**src/calendar_date_arithmetic_macros.svh**
```systemverilog
// assertion macros for the calendar date unit
// define ASSERT_OFF to compile the checks out
`ifndef CALENDAR_DATE_ARITHMETIC_MACROS_SVH
`define CALENDAR_DATE_ARITHMETIC_MACROS_SVH

`ifndef ASSERT_OFF

// condition must hold in the same cycle
`define CDA_ASSERT_SAME(lbl, clk, rst_n, ante, cons, msg) \
    lbl: assert property (@(posedge clk) disable iff (!rst_n) (ante) |-> (cons)) \
        else $error(msg);

// condition must hold in the following cycle
`define CDA_ASSERT_NEXT(lbl, clk, rst_n, ante, cons, msg) \
    lbl: assert property (@(posedge clk) disable iff (!rst_n) (ante) |=> (cons)) \
        else $error(msg);

`else

`define CDA_ASSERT_SAME(lbl, clk, rst_n, ante, cons, msg)
`define CDA_ASSERT_NEXT(lbl, clk, rst_n, ante, cons, msg)

`endif

`endif

```
**src/cda_pkg.sv**
```systemverilog
// ----------------------------------------------------------------------------
// cda_pkg
// types, constants and tables shared by the calendar date unit
// ----------------------------------------------------------------------------
`default_nettype none

package cda_pkg;

    // year window
    localparam int BASE_YEAR = 1970;
    localparam int LAST_YEAR = 2050;

    // field widths
    localparam int ACT_W  = 3;
    localparam int YEAR_W = 12;
    localparam int MON_W  = 4;
    localparam int DAY_W  = 5;
    localparam int OFF_W  = 15;
    localparam int IVL_W  = 16;
    localparam int WDAY_W = 3;
    localparam int STAT_W = 2;

    // action codes
    localparam logic [ACT_W-1:0] ACT_INTERVAL = 3'd0;
    localparam logic [ACT_W-1:0] ACT_ADD      = 3'd1;
    localparam logic [ACT_W-1:0] ACT_SUB      = 3'd2;
    localparam logic [ACT_W-1:0] ACT_VALIDATE = 3'd3;
    localparam logic [ACT_W-1:0] ACT_WEEKDAY  = 3'd4;

    // validation status codes
    localparam logic [STAT_W-1:0] CHK_OK        = 2'd0;
    localparam logic [STAT_W-1:0] CHK_BAD_DAY   = 2'd1;
    localparam logic [STAT_W-1:0] CHK_BAD_MONTH = 2'd2;
    localparam logic [STAT_W-1:0] CHK_BAD_YEAR  = 2'd3;

    // days in years 0 .. y-1, elaboration only
    function automatic int days_before_year(input int y);
        return 365 * y + (y + 3) / 4 - (y + 99) / 100 + (y + 399) / 400;
    endfunction

    localparam int BASE_DAYS = days_before_year(BASE_YEAR);
    localparam int TOP_DAYS  = days_before_year(LAST_YEAR + 1) - BASE_DAYS;

    // absolute day count of any 12-bit date, and the weekday word
    localparam int ABS_W = 21;
    localparam int WD_W  = ABS_W + 1;

    // weekday word split into octal digits
    localparam int WD_DIG   = (WD_W + 2) / 3;
    localparam int WD_PAD_W = 3 * WD_DIG;

    // signed day number after adding or subtracting the offset
    localparam int NUM_W = ABS_W + 2;
    localparam logic signed [NUM_W-1:0] BASE_NUM = NUM_W'(BASE_DAYS);
    localparam logic signed [NUM_W-1:0] TOP_NUM  = NUM_W'(TOP_DAYS);

    // remaining day count during the year and month walk
    localparam int REM_W = $clog2(TOP_DAYS + 1);

    // reciprocal division by one hundred
    localparam int YX_W      = YEAR_W + 1;
    localparam int PROD_W    = 26;
    localparam int RECIP_100 = 5243;
    localparam int RECIP_SH  = 19;
    localparam int Q100_W    = 6;
    localparam int Q400_W    = 4;

    // running year remainders in the year walk
    localparam int YM100_W = 7;
    localparam int YM400_W = 9;

    // days before a month, and days in a year
    localparam int MB_W = 9;

    typedef struct packed {
        logic [ACT_W-1:0]  action;
        logic [YEAR_W-1:0] year_a;
        logic [MON_W-1:0]  month_a;
        logic [DAY_W-1:0]  day_a;
        logic [YEAR_W-1:0] year_b;
        logic [MON_W-1:0]  month_b;
        logic [DAY_W-1:0]  day_b;
        logic [OFF_W-1:0]  offset_days;
    } item_t;

    typedef struct packed {
        logic [YEAR_W-1:0]       out_year;
        logic [MON_W-1:0]        out_month;
        logic [DAY_W-1:0]        out_day;
        logic signed [IVL_W-1:0] interval;
        logic [WDAY_W-1:0]       weekday;
        logic [STAT_W-1:0]       check_status;
        logic                    range_error;
    } result_t;

    typedef enum logic [3:0] {
        ST_IDLE,
        ST_MUL_A,
        ST_SUM_A,
        ST_MUL_B,
        ST_SUM_B,
        ST_WDAY,
        ST_ADJ,
        ST_YEAR,
        ST_MONTH,
        ST_FINISH
    } state_t;

    // controller to datapath
    typedef struct packed {
        logic load;
        logic calc_mul;
        logic calc_sum;
        logic sel_b;
        logic wd_fold;
        logic adj;
        logic yr_step;
        logic mo_step;
        logic finish;
    } cmd_t;

    // datapath to controller
    typedef struct packed {
        logic act_defined;
        logic act_interval;
        logic act_addsub;
        logic yr_more;
        logic mo_more;
    } stat_t;

    // length of a month, index 0 is january, no leap day
    function automatic logic [DAY_W-1:0] month_days(input logic [MON_W-1:0] idx);
        logic [DAY_W-1:0] len;
        case (idx)
            4'd1:                   len = 5'd28;
            4'd3, 4'd5, 4'd8, 4'd10: len = 5'd30;
            default:                len = 5'd31;
        endcase
        return len;
    endfunction

    // days in the first k months, no leap day
    function automatic logic [MB_W-1:0] cum_days(input logic [MON_W-1:0] k);
        logic [MB_W-1:0] s;
        case (k)
            4'd0:    s = 9'd0;
            4'd1:    s = 9'd31;
            4'd2:    s = 9'd59;
            4'd3:    s = 9'd90;
            4'd4:    s = 9'd120;
            4'd5:    s = 9'd151;
            4'd6:    s = 9'd181;
            4'd7:    s = 9'd212;
            4'd8:    s = 9'd243;
            4'd9:    s = 9'd273;
            4'd10:   s = 9'd304;
            4'd11:   s = 9'd334;
            default: s = 9'd365;
        endcase
        return s;
    endfunction

endpackage

`default_nettype wire

```
**src/cda_datapath.sv**
```systemverilog
// ----------------------------------------------------------------------------
// cda_datapath
// day count unit, weekday remainder, year and month walk and result register
// ----------------------------------------------------------------------------
`default_nettype none
`include "calendar_date_arithmetic_macros.svh"

module cda_datapath (
    input  wire logic              clk,
    input  wire logic              rst_n,
    input  wire cda_pkg::item_t    item,
    input  wire cda_pkg::cmd_t     cmd,
    output cda_pkg::stat_t         stat,
    output cda_pkg::result_t       result,
    output logic                   done
);

    cda_pkg::item_t   item_reg;
    cda_pkg::result_t result_reg;
    cda_pkg::result_t result_next;
    logic             done_reg;

    logic [cda_pkg::ABS_W-1:0]  y365_reg;
    logic [cda_pkg::Q100_W-1:0] q100_reg;
    logic [cda_pkg::Q400_W-1:0] q400_reg;
    logic [cda_pkg::ABS_W-1:0]  abs_a_reg;
    logic [cda_pkg::ABS_W-1:0]  abs_b_reg;
    logic                       leap_a_reg;

    logic [cda_pkg::WD_W-1:0]   wd_arg_reg;
    logic [2:0]                 wd_rem_reg;

    logic [cda_pkg::REM_W-1:0]   rem_reg;
    logic [cda_pkg::YEAR_W-1:0]  y_reg;
    logic [cda_pkg::MON_W-1:0]   m_reg;
    logic [cda_pkg::YM100_W-1:0] ym100_reg;
    logic [cda_pkg::YM400_W-1:0] ym400_reg;
    logic                        rerr_reg;

    // date select for the day count unit
    logic [cda_pkg::YEAR_W-1:0] sel_year;
    logic [cda_pkg::MON_W-1:0]  sel_month;
    logic [cda_pkg::DAY_W-1:0]  sel_day;
    logic [cda_pkg::YX_W-1:0]   y_ext;

    assign sel_year  = cmd.sel_b ? item_reg.year_b  : item_reg.year_a;
    assign sel_month = cmd.sel_b ? item_reg.month_b : item_reg.month_a;
    assign sel_day   = cmd.sel_b ? item_reg.day_b   : item_reg.day_a;
    assign y_ext     = {1'b0, sel_year};

    // first step: year products and century counts by reciprocal
    logic [cda_pkg::YX_W-1:0]   ceil100_arg;
    logic [cda_pkg::YX_W-1:0]   ceil400_arg;
    logic [cda_pkg::PROD_W-1:0] prod100;
    logic [cda_pkg::PROD_W-1:0] prod400;
    logic [cda_pkg::ABS_W-1:0]  y365;

    assign ceil100_arg = y_ext + cda_pkg::YX_W'(99);
    assign ceil400_arg = (y_ext + cda_pkg::YX_W'(399)) >> 2;
    assign prod100 = cda_pkg::PROD_W'(ceil100_arg) * cda_pkg::PROD_W'(cda_pkg::RECIP_100);
    assign prod400 = cda_pkg::PROD_W'(ceil400_arg) * cda_pkg::PROD_W'(cda_pkg::RECIP_100);
    assign y365    = cda_pkg::ABS_W'(sel_year) * cda_pkg::ABS_W'(365);

    // second step: leap rule and absolute day count
    logic [cda_pkg::YX_W-1:0]  mul100;
    logic [cda_pkg::YX_W-1:0]  mul400;
    logic                      is_leap;
    logic [cda_pkg::MON_W-1:0] mon_k;
    logic [cda_pkg::MB_W-1:0]  mon_before;
    logic [cda_pkg::YX_W-1:0]  div4;
    logic [cda_pkg::ABS_W-1:0] abs_sum;

    assign mul100  = cda_pkg::YX_W'(q100_reg) * cda_pkg::YX_W'(100);
    assign mul400  = cda_pkg::YX_W'(q400_reg) * cda_pkg::YX_W'(400);
    assign is_leap = ((sel_year[1:0] == 2'b00) && (mul100 != y_ext)) || (mul400 == y_ext);
    assign div4    = (y_ext + cda_pkg::YX_W'(3)) >> 2;

    always_comb
    begin
        if (sel_month == '0)
        begin
            mon_k = '0;
        end
        else if (sel_month > 4'd13)
        begin
            mon_k = 4'd12;
        end
        else
        begin
            mon_k = sel_month - 4'd1;
        end
    end

    assign mon_before = cda_pkg::cum_days(mon_k)
                      + cda_pkg::MB_W'(is_leap && (mon_k >= 4'd2));

    assign abs_sum = y365_reg + cda_pkg::ABS_W'(div4) - cda_pkg::ABS_W'(q100_reg)
                   + cda_pkg::ABS_W'(q400_reg) + cda_pkg::ABS_W'(mon_before)
                   + cda_pkg::ABS_W'(sel_day);

    // weekday remainder from the sum of octal digits, eight being one modulo seven
    logic [cda_pkg::WD_PAD_W-1:0] wd_pad;
    logic [5:0]                   wd_sum;
    logic [3:0]                   wd_fold1;
    logic [2:0]                   wd_fold2;
    logic [2:0]                   wd_rem_next;

    assign wd_pad = cda_pkg::WD_PAD_W'(wd_arg_reg);

    always_comb
    begin
        wd_sum = '0;
        for (int i = 0; i < cda_pkg::WD_DIG; i++)
        begin
            wd_sum = wd_sum + 6'(wd_pad[3*i +: 3]);
        end
    end

    assign wd_fold1    = 4'(wd_sum[5:3]) + 4'(wd_sum[2:0]);
    assign wd_fold2    = 3'(wd_fold1[3]) + wd_fold1[2:0];
    assign wd_rem_next = (wd_fold2 == 3'd7) ? 3'd0 : wd_fold2;

    // day number with the offset applied, clamped to the window
    logic signed [cda_pkg::NUM_W-1:0] day_num;
    logic signed [cda_pkg::NUM_W-1:0] off_ext;
    logic signed [cda_pkg::NUM_W-1:0] shifted;

    assign day_num = $signed(cda_pkg::NUM_W'(abs_a_reg)) - cda_pkg::BASE_NUM;
    assign off_ext = $signed(cda_pkg::NUM_W'(item_reg.offset_days));
    assign shifted = (item_reg.action == cda_pkg::ACT_ADD) ? day_num + off_ext
                                                           : day_num - off_ext;

    // year and month lengths for the walk
    logic                       leap_y;
    logic [cda_pkg::MB_W-1:0]   year_len;
    logic [cda_pkg::DAY_W-1:0]  mon_len;

    assign leap_y   = ((y_reg[1:0] == 2'b00) && (ym100_reg != '0)) || (ym400_reg == '0);
    assign year_len = cda_pkg::MB_W'(365) + cda_pkg::MB_W'(leap_y);
    assign mon_len  = cda_pkg::month_days(m_reg - 4'd1)
                    + cda_pkg::DAY_W'((m_reg == 4'd2) && leap_y);

    // status to the controller
    always_comb
    begin
        stat.act_defined  = (item_reg.action <= cda_pkg::ACT_WEEKDAY);
        stat.act_interval = (item_reg.action == cda_pkg::ACT_INTERVAL);
        stat.act_addsub   = (item_reg.action == cda_pkg::ACT_ADD)
                         || (item_reg.action == cda_pkg::ACT_SUB);
        stat.yr_more      = (y_reg < cda_pkg::YEAR_W'(cda_pkg::LAST_YEAR))
                         && (rem_reg > cda_pkg::REM_W'(year_len));
        stat.mo_more      = (m_reg < 4'd12) && (rem_reg > cda_pkg::REM_W'(mon_len));
    end

    // interval with saturation to 16 bits
    logic signed [cda_pkg::ABS_W:0] diff;
    logic                           diff_fits;
    logic [cda_pkg::IVL_W-1:0]      ivl;

    assign diff      = $signed({1'b0, abs_b_reg}) - $signed({1'b0, abs_a_reg});
    assign diff_fits = (&diff[cda_pkg::ABS_W:cda_pkg::IVL_W-1])
                    || !(|diff[cda_pkg::ABS_W:cda_pkg::IVL_W-1]);
    assign ivl       = diff_fits ? diff[cda_pkg::IVL_W-1:0]
                     : {diff[cda_pkg::ABS_W], {(cda_pkg::IVL_W-1){~diff[cda_pkg::ABS_W]}}};

    // validation of date a
    logic [cda_pkg::DAY_W-1:0]  len_a;
    logic [cda_pkg::STAT_W-1:0] chk;

    assign len_a = cda_pkg::month_days(item_reg.month_a - 4'd1)
                 + cda_pkg::DAY_W'((item_reg.month_a == 4'd2) && leap_a_reg);

    always_comb
    begin
        if ((item_reg.year_a < cda_pkg::YEAR_W'(cda_pkg::BASE_YEAR))
            || (item_reg.year_a > cda_pkg::YEAR_W'(cda_pkg::LAST_YEAR)))
        begin
            chk = cda_pkg::CHK_BAD_YEAR;
        end
        else if ((item_reg.month_a == '0) || (item_reg.month_a > 4'd12))
        begin
            chk = cda_pkg::CHK_BAD_MONTH;
        end
        else if ((item_reg.day_a == '0) || (item_reg.day_a > len_a))
        begin
            chk = cda_pkg::CHK_BAD_DAY;
        end
        else
        begin
            chk = cda_pkg::CHK_OK;
        end
    end

    // result assembly
    always_comb
    begin
        result_next = '0;
        if (stat.act_defined)
        begin
            result_next.weekday = cda_pkg::WDAY_W'(wd_rem_reg) + cda_pkg::WDAY_W'(1);
        end
        if (stat.act_interval)
        begin
            result_next.interval = $signed(ivl);
        end
        if (stat.act_addsub)
        begin
            result_next.out_year    = y_reg;
            result_next.out_month   = m_reg;
            result_next.out_day     = rem_reg[cda_pkg::DAY_W-1:0];
            result_next.range_error = rerr_reg;
        end
        if (item_reg.action == cda_pkg::ACT_VALIDATE)
        begin
            result_next.check_status = chk;
        end
    end

    // item capture and day count registers
    always_ff @(posedge clk)
    begin
        if (cmd.load)
        begin
            item_reg <= item;
        end
        if (cmd.calc_mul)
        begin
            y365_reg <= y365;
            q100_reg <= prod100[cda_pkg::RECIP_SH +: cda_pkg::Q100_W];
            q400_reg <= prod400[cda_pkg::RECIP_SH +: cda_pkg::Q400_W];
        end
        if (cmd.calc_sum)
        begin
            if (cmd.sel_b)
            begin
                abs_b_reg <= abs_sum;
            end
            else
            begin
                abs_a_reg  <= abs_sum;
                leap_a_reg <= is_leap;
                wd_arg_reg <= cda_pkg::WD_W'(abs_sum) + cda_pkg::WD_W'(4);
            end
        end
        else if (cmd.wd_fold)
        begin
            wd_rem_reg <= wd_rem_next;
        end
    end

    // year and month walk registers
    always_ff @(posedge clk)
    begin
        if (cmd.adj)
        begin
            y_reg     <= cda_pkg::YEAR_W'(cda_pkg::BASE_YEAR);
            m_reg     <= 4'd1;
            ym100_reg <= cda_pkg::YM100_W'(cda_pkg::BASE_YEAR % 100);
            ym400_reg <= cda_pkg::YM400_W'(cda_pkg::BASE_YEAR % 400);
            if (shifted[cda_pkg::NUM_W-1] || (shifted == '0))
            begin
                rem_reg  <= cda_pkg::REM_W'(1);
                rerr_reg <= 1'b1;
            end
            else if (shifted > cda_pkg::TOP_NUM)
            begin
                rem_reg  <= cda_pkg::REM_W'(cda_pkg::TOP_DAYS);
                rerr_reg <= 1'b1;
            end
            else
            begin
                rem_reg  <= shifted[cda_pkg::REM_W-1:0];
                rerr_reg <= 1'b0;
            end
        end
        else if (cmd.yr_step)
        begin
            rem_reg   <= rem_reg - cda_pkg::REM_W'(year_len);
            y_reg     <= y_reg + cda_pkg::YEAR_W'(1);
            ym100_reg <= (ym100_reg == cda_pkg::YM100_W'(99)) ? '0
                                                              : ym100_reg + cda_pkg::YM100_W'(1);
            ym400_reg <= (ym400_reg == cda_pkg::YM400_W'(399)) ? '0
                                                               : ym400_reg + cda_pkg::YM400_W'(1);
        end
        else if (cmd.mo_step)
        begin
            rem_reg <= rem_reg - cda_pkg::REM_W'(mon_len);
            m_reg   <= m_reg + 4'd1;
        end
    end

    // result register
    always_ff @(posedge clk)
    begin
        if (cmd.finish)
        begin
            result_reg <= result_next;
        end
    end

    // result strobe
    always_ff @(posedge clk or negedge rst_n)
    begin
        if (!rst_n)
        begin
            done_reg <= 1'b0;
        end
        else
        begin
            done_reg <= cmd.finish;
        end
    end

    assign result = result_reg;
    assign done   = done_reg;

    // checks
    `CDA_ASSERT_SAME(a_year_walk_bound, clk, rst_n, cmd.yr_step, y_reg < cda_pkg::YEAR_W'(cda_pkg::LAST_YEAR), "year walk stepped past the last year")
    `CDA_ASSERT_SAME(a_range_saturates, clk, rst_n, done_reg && result_reg.range_error, (result_reg.out_year == cda_pkg::YEAR_W'(cda_pkg::BASE_YEAR)) || (result_reg.out_year == cda_pkg::YEAR_W'(cda_pkg::LAST_YEAR)), "range error without a saturated year")
    `CDA_ASSERT_SAME(a_zero_weekday_blank, clk, rst_n, done_reg && (result_reg.weekday == '0), (result_reg.interval == '0) && (result_reg.check_status == '0) && !result_reg.range_error, "blank weekday with other fields set")

endmodule

`default_nettype wire

```
**src/cda_ctrl.sv**
```systemverilog
// ----------------------------------------------------------------------------
// cda_ctrl
// sequencer for the date unit: day counts, weekday, year and month walk
// ----------------------------------------------------------------------------
`default_nettype none
`include "calendar_date_arithmetic_macros.svh"

module cda_ctrl (
    input  wire logic             clk,
    input  wire logic             rst_n,
    input  wire logic             start,
    input  wire cda_pkg::stat_t   stat,
    output cda_pkg::cmd_t         cmd,
    output logic                  busy
);

    cda_pkg::state_t state_reg;
    cda_pkg::state_t state_next;

    // state register
    always_ff @(posedge clk or negedge rst_n)
    begin
        if (!rst_n)
        begin
            state_reg <= cda_pkg::ST_IDLE;
        end
        else
        begin
            state_reg <= state_next;
        end
    end

    // next state and commands
    always_comb
    begin
        state_next = state_reg;
        cmd        = '0;
        case (state_reg)
            cda_pkg::ST_IDLE:
            begin
                if (start)
                begin
                    cmd.load   = 1'b1;
                    state_next = cda_pkg::ST_MUL_A;
                end
            end
            cda_pkg::ST_MUL_A:
            begin
                cmd.calc_mul = 1'b1;
                state_next   = cda_pkg::ST_SUM_A;
            end
            cda_pkg::ST_SUM_A:
            begin
                cmd.calc_sum = 1'b1;
                if (!stat.act_defined)
                begin
                    state_next = cda_pkg::ST_FINISH;
                end
                else if (stat.act_interval)
                begin
                    state_next = cda_pkg::ST_MUL_B;
                end
                else
                begin
                    state_next = cda_pkg::ST_WDAY;
                end
            end
            cda_pkg::ST_MUL_B:
            begin
                cmd.calc_mul = 1'b1;
                cmd.sel_b    = 1'b1;
                state_next   = cda_pkg::ST_SUM_B;
            end
            cda_pkg::ST_SUM_B:
            begin
                cmd.calc_sum = 1'b1;
                cmd.sel_b    = 1'b1;
                state_next   = cda_pkg::ST_WDAY;
            end
            cda_pkg::ST_WDAY:
            begin
                cmd.wd_fold = 1'b1;
                state_next  = stat.act_addsub ? cda_pkg::ST_ADJ : cda_pkg::ST_FINISH;
            end
            cda_pkg::ST_ADJ:
            begin
                cmd.adj    = 1'b1;
                state_next = cda_pkg::ST_YEAR;
            end
            cda_pkg::ST_YEAR:
            begin
                if (stat.yr_more)
                begin
                    cmd.yr_step = 1'b1;
                end
                else
                begin
                    state_next = cda_pkg::ST_MONTH;
                end
            end
            cda_pkg::ST_MONTH:
            begin
                if (stat.mo_more)
                begin
                    cmd.mo_step = 1'b1;
                end
                else
                begin
                    state_next = cda_pkg::ST_FINISH;
                end
            end
            cda_pkg::ST_FINISH:
            begin
                cmd.finish = 1'b1;
                state_next = cda_pkg::ST_IDLE;
            end
            default:
            begin
                state_next = cda_pkg::ST_IDLE;
            end
        endcase
    end

    assign busy = (state_reg != cda_pkg::ST_IDLE);

    // checks
    `CDA_ASSERT_NEXT(a_wday_single, clk, rst_n, state_reg == cda_pkg::ST_WDAY, state_reg != cda_pkg::ST_WDAY, "weekday step repeated")
    `CDA_ASSERT_NEXT(a_finish_to_idle, clk, rst_n, cmd.finish, (state_reg == cda_pkg::ST_IDLE) && !$past(busy) == 1'b0, "finish not followed by idle")
    `CDA_ASSERT_SAME(a_idle_quiet, clk, rst_n, state_reg == cda_pkg::ST_IDLE, !(cmd.yr_step || cmd.mo_step || cmd.finish || cmd.calc_sum || cmd.wd_fold), "datapath command while idle")

endmodule

`default_nettype wire

```
**src/calendar_date_arithmetic.sv**
```systemverilog
// ----------------------------------------------------------------------------
// calendar_date_arithmetic
// validate and weekday count the days of date a and fold the weekday;
// interval also counts date b; add and subtract then walk the years, one
// year a cycle, and then the months. an unused action skips all but the
// first day count. one item at a time; busy drops in the done cycle, so the
// next item can be taken there. reset clears the sequencer and the strobe.
// ----------------------------------------------------------------------------
`default_nettype none

module calendar_date_arithmetic (
    input  wire logic             clk,
    input  wire logic             rst_n,
    input  wire logic             start,
    input  wire cda_pkg::item_t   item,
    output logic                  busy,
    output logic                  done,
    output cda_pkg::result_t      result
);

    cda_pkg::cmd_t  cmd;
    cda_pkg::stat_t stat;

    // sequencer
    cda_ctrl u_ctrl (
        .clk   (clk),
        .rst_n (rst_n),
        .start (start),
        .stat  (stat),
        .cmd   (cmd),
        .busy  (busy)
    );

    // arithmetic and result register
    cda_datapath u_datapath (
        .clk    (clk),
        .rst_n  (rst_n),
        .item   (item),
        .cmd    (cmd),
        .stat   (stat),
        .result (result),
        .done   (done)
    );

endmodule

`default_nettype wire
```
**config.mk**
```make
export PLATFORM = sky130hd
export DESIGN_NAME = calendar_date_arithmetic
export DESIGN_NICKNAME = d
export VERILOG_FILES = /design/src/cda_pkg.sv /design/src/cda_datapath.sv /design/src/cda_ctrl.sv /design/src/calendar_date_arithmetic.sv
export VERILOG_INCLUDE_DIRS = /design/src /design/src/src
export SDC_FILE = /design/constraint.sdc
export NUM_CORES = 1
export LEC_CHECK = 0
export ABC_CLOCK_PERIOD_IN_PS = 15900
export BUFFER_PORTS_ARGS = -buffer_cell sky130_fd_sc_hd__clkbuf_2
export CAP_MARGIN = 5
export CORE_MARGIN = 5
export CORE_UTILIZATION = 60
export DETAILED_ROUTE_END_ITERATION = 16
export GPL_TIMING_DRIVEN = 0
export MAX_ROUTING_LAYER = met4
export PLACE_DENSITY_LB_ADDON = 0.08
export SYNTH_ARGS = -nofsm -noshare
export SYNTH_HDL_FRONTEND = slang
export SYNTH_SLANG_ARGS = --single-unit
```
**constraint.sdc**
```tcl
create_clock -name clk -period 15.9 [get_ports clk]
set_input_delay 3.18 -clock clk [delete_from_list [all_inputs] [get_ports clk]]
set_output_delay 3.18 -clock clk [all_outputs]
set_load 0.01 [all_outputs]
```
==> flow_metrics.tcl <==
set metrics [dict create \
    die_y_um 215 \
    grt_max_degree 36 \
    rsz0062_at_grt "no" \
    synth.avg_cell_area_um2 10.2 \
    drc 0 \
    cp.required_ns 16.30 \
    critPathMaxStageDelay_ns 0.71 \
    cts_sinks 253 \
    outcome "complete, no violations" \
    arrival_ns 10.17 \
    finalSetupViolCount 0 \
    area_growth_pct 8.96 \
    wire_per_inst_um 17.6 \
    dr_wl_met2_mm 28.4 \
    post_cts_resize_count 0 \
    numCtsBuffers 30 \
    cts_tree "yes" \
    fin_setup_tns_ns 0 \
    cts.clk_slew.worst_paths_ns 0.06 \
    yosys_warnings 0 \
    wl_met3_mm 2.04 \
    track_usage_pct 24.8 \
    portBuffers 107 \
    htreeDepth 1 \
    final_util_pct 65.6 \
    relSlewSlack_pct 24.9 \
    ys_seq_area_share_pct 28.8 \
    synth_area_leaders "edfxtp_1 26%, ha_1 20%, fa_1 14%" \
    via_per_inst 5.64 \
    hold_violations 0 \
    clk-insertion-delay-late_ns 0.58 \
    syn-num-nets 3112 \
    die-area_um2 46100 \
    async_flop_share_pct 1.98 \
    grt_first_pass_wirelength_mm 91.6 \
    initialDrtViolationCount 944 \
    wl_met1_mm 24.3 \
    yosysTopAreaCellShare_pct 25.8 \
    n_antenna_cell 0 \
    gr-total-overflow 0 \
    whs_ns 0.523 \
    first_pass_iters 5 \
    synth_largest_area_cell "edfxtp_1" \
    core.rowCount 75 \
    synthFlopType "edfxtp_1" \
    clk_path_buf_depth 3 \
    gp_congestion 0.919 \
    fmax_mhz 102 \
    crit_top_cell "ha_1" \
    cp-start-kind "flop" \
    drive_above_1_share_pct 7.97 \
    syn_inst 2478 \
    worstSetupPathType "flop to flop" \
    highest_layer "met4" \
    endpoint_kind "flop" \
    vias 18000 \
    fin_cells 3185 \
    final_antenna_net_count 0 \
    grt_pass1_vias 18100 \
    synth_area_um2 25200 \
    mostFrequentLayoutCells "400 x inv_1, 394 x ha_1, 216 x edfxtp_1" \
    synth_edf_count 216 \
    largest_reg_flops 60 \
    pin_count 108 \
    worst_pin_slew_ns 1.12 \
    worst_clock_skew_ns 0.0282 \
    finalWirelength_mm 56.1 \
    period_share_pct 61.4 \
    cts-root-buf "clkbuf_16" \
    dpl.hpwl_mm 46.9 \
    period_minus_slack_ns 9.77 \
    maxCapViolCount 0 \
    die_w_um 215 \
    critPathMaxFanout 10 \
    layout_commonest_cell "inv_1" \
    ys_types 84 \
    postCtsSetupRepairBufs 0 \
    nFillCells 3312 \
    final_net_count 3256 \
    cp_slowest_cell "mux2i_1" \
    slew_viol_final 0 \
    dp.cells 3129 \
    cts_hold_buffers 0 \
    synth-seq-cells 253 \
    start_util_pct 60.2 \
    holdCritPathClass "flop to flop" \
    antenna_found_initial 0 \
    core_region_area_um2 41800 \
]
metrics by stage:
step	setup WS [ns]	cell area, µm²
2_1_floorplan	7.73	25200
3_3_place_gp	6.12	26400
3_5_place_dp	6.05	26500
4_1_cts	6.07	27400
5_1_grt	5.62	27400
6_report	6.13	27400
per-layer routing:
| layer | track usage [%] | up-vias |
|---|---|---|
| li1 | - | 8880 |
| met5 | - | - |
| met4 | 5.65 | 0 |
| met3 | 2.77 | 82 |
| met2 | 43.2 | 347 |
| met1 | 31.6 | 8647 |
area by class of cell:
cell class                      count  area [µm²]  share of cell area, %
Multi-Input combinational cell   1781       16200                   59.1
Sequential cell                   253        7250                   26.5
Inverter                          404        1520                   5.53
Clock buffer                       33         762                   2.78
Tap cell                          539         674                   2.46
Timing Repair Buffer              112         617                   2.25
Buffer                             40         195                  0.712
Clock inverter                     23         186                  0.680
synth_stat cells, types with 6 or more instances:
library cell / n
a211oi_1: 15
a21o_1: 47
a21oi_1: 104
a31o_2: 8
a31oi_1: 24
and2_1: 30
and3_1: 31
buf_2: 6
clkbuf_1: 27
dfxtp_1: 32
edfxtp_1: 216
fa_1: 177
ha_1: 394
inv_1: 400
mux2_2: 6
mux2i_1: 15
nand2_1: 113
nand2b_1: 16
nand3_1: 49
nand4_1: 18
nor2_1: 132
nor2b_1: 22
nor3_1: 49
nor3b_1: 8
nor4_1: 13
o2111ai_1: 6
o211ai_1: 18
o21a_1: 41
o21ai_0: 73
o21bai_1: 8
o221ai_1: 6
o22ai_1: 14
o311ai_0: 7
o31a_1: 8
or2_2: 12
or3_1: 19
xnor2_1: 143
xor2_1: 67
worst max-delay path: cells and delay by family (launching register included):
family / cells / cell delay, ns
and+or+nand+nor: 11 / 2.75
adders and majority gates: 7 / 2.52
AOI/OAI and AO/OA: 6 / 1.65
buffers and inverters: 6 / 1.04
muxes: 2 / 0.95
DFF: 1 / 0.38
xor gates and xnor gates: 1 / 0.28
cells by family after synthesis:
group | Yosys count | synth area share (%)
AO/OA/AOI/OAI | 437 | 11.7
XOR/XNOR | 210 | 7.31
adder cells (fa/ha/maj) | 571 | 33.7
buffers and inverters | 444 | 6.80
flip-flops | 253 | 28.8
multiplexers | 21 | 0.865
AND/OR/NAND/NOR | 542 | 10.8
worst paths after layout:
kind	startpoint	end	slack [ns]	depth (start not counted)
setup reg to reg	u_ctrl.state_reg[0]	u_datapath.wd_arg_reg[21]	6.13	33
hold / removal	u_datapath.y_reg[11]	u_datapath.y_reg[11]	0.52	2
min in group asynchronous	rst_n	u_ctrl.state_reg[3]	2.43	1
setup / recovery	u_ctrl.state_reg[0]	u_datapath.wd_arg_reg[21]	6.13	33
max in group asynchronous	rst_n	u_ctrl.state_reg[0]	13.28	1
hold reg to reg	u_datapath.y_reg[11]	u_datapath.y_reg[11]	0.52	2
Power is left out: the tool's default activity adds up to more than one toggle a clock period on the data nets, which glitch-free logic cannot reach.
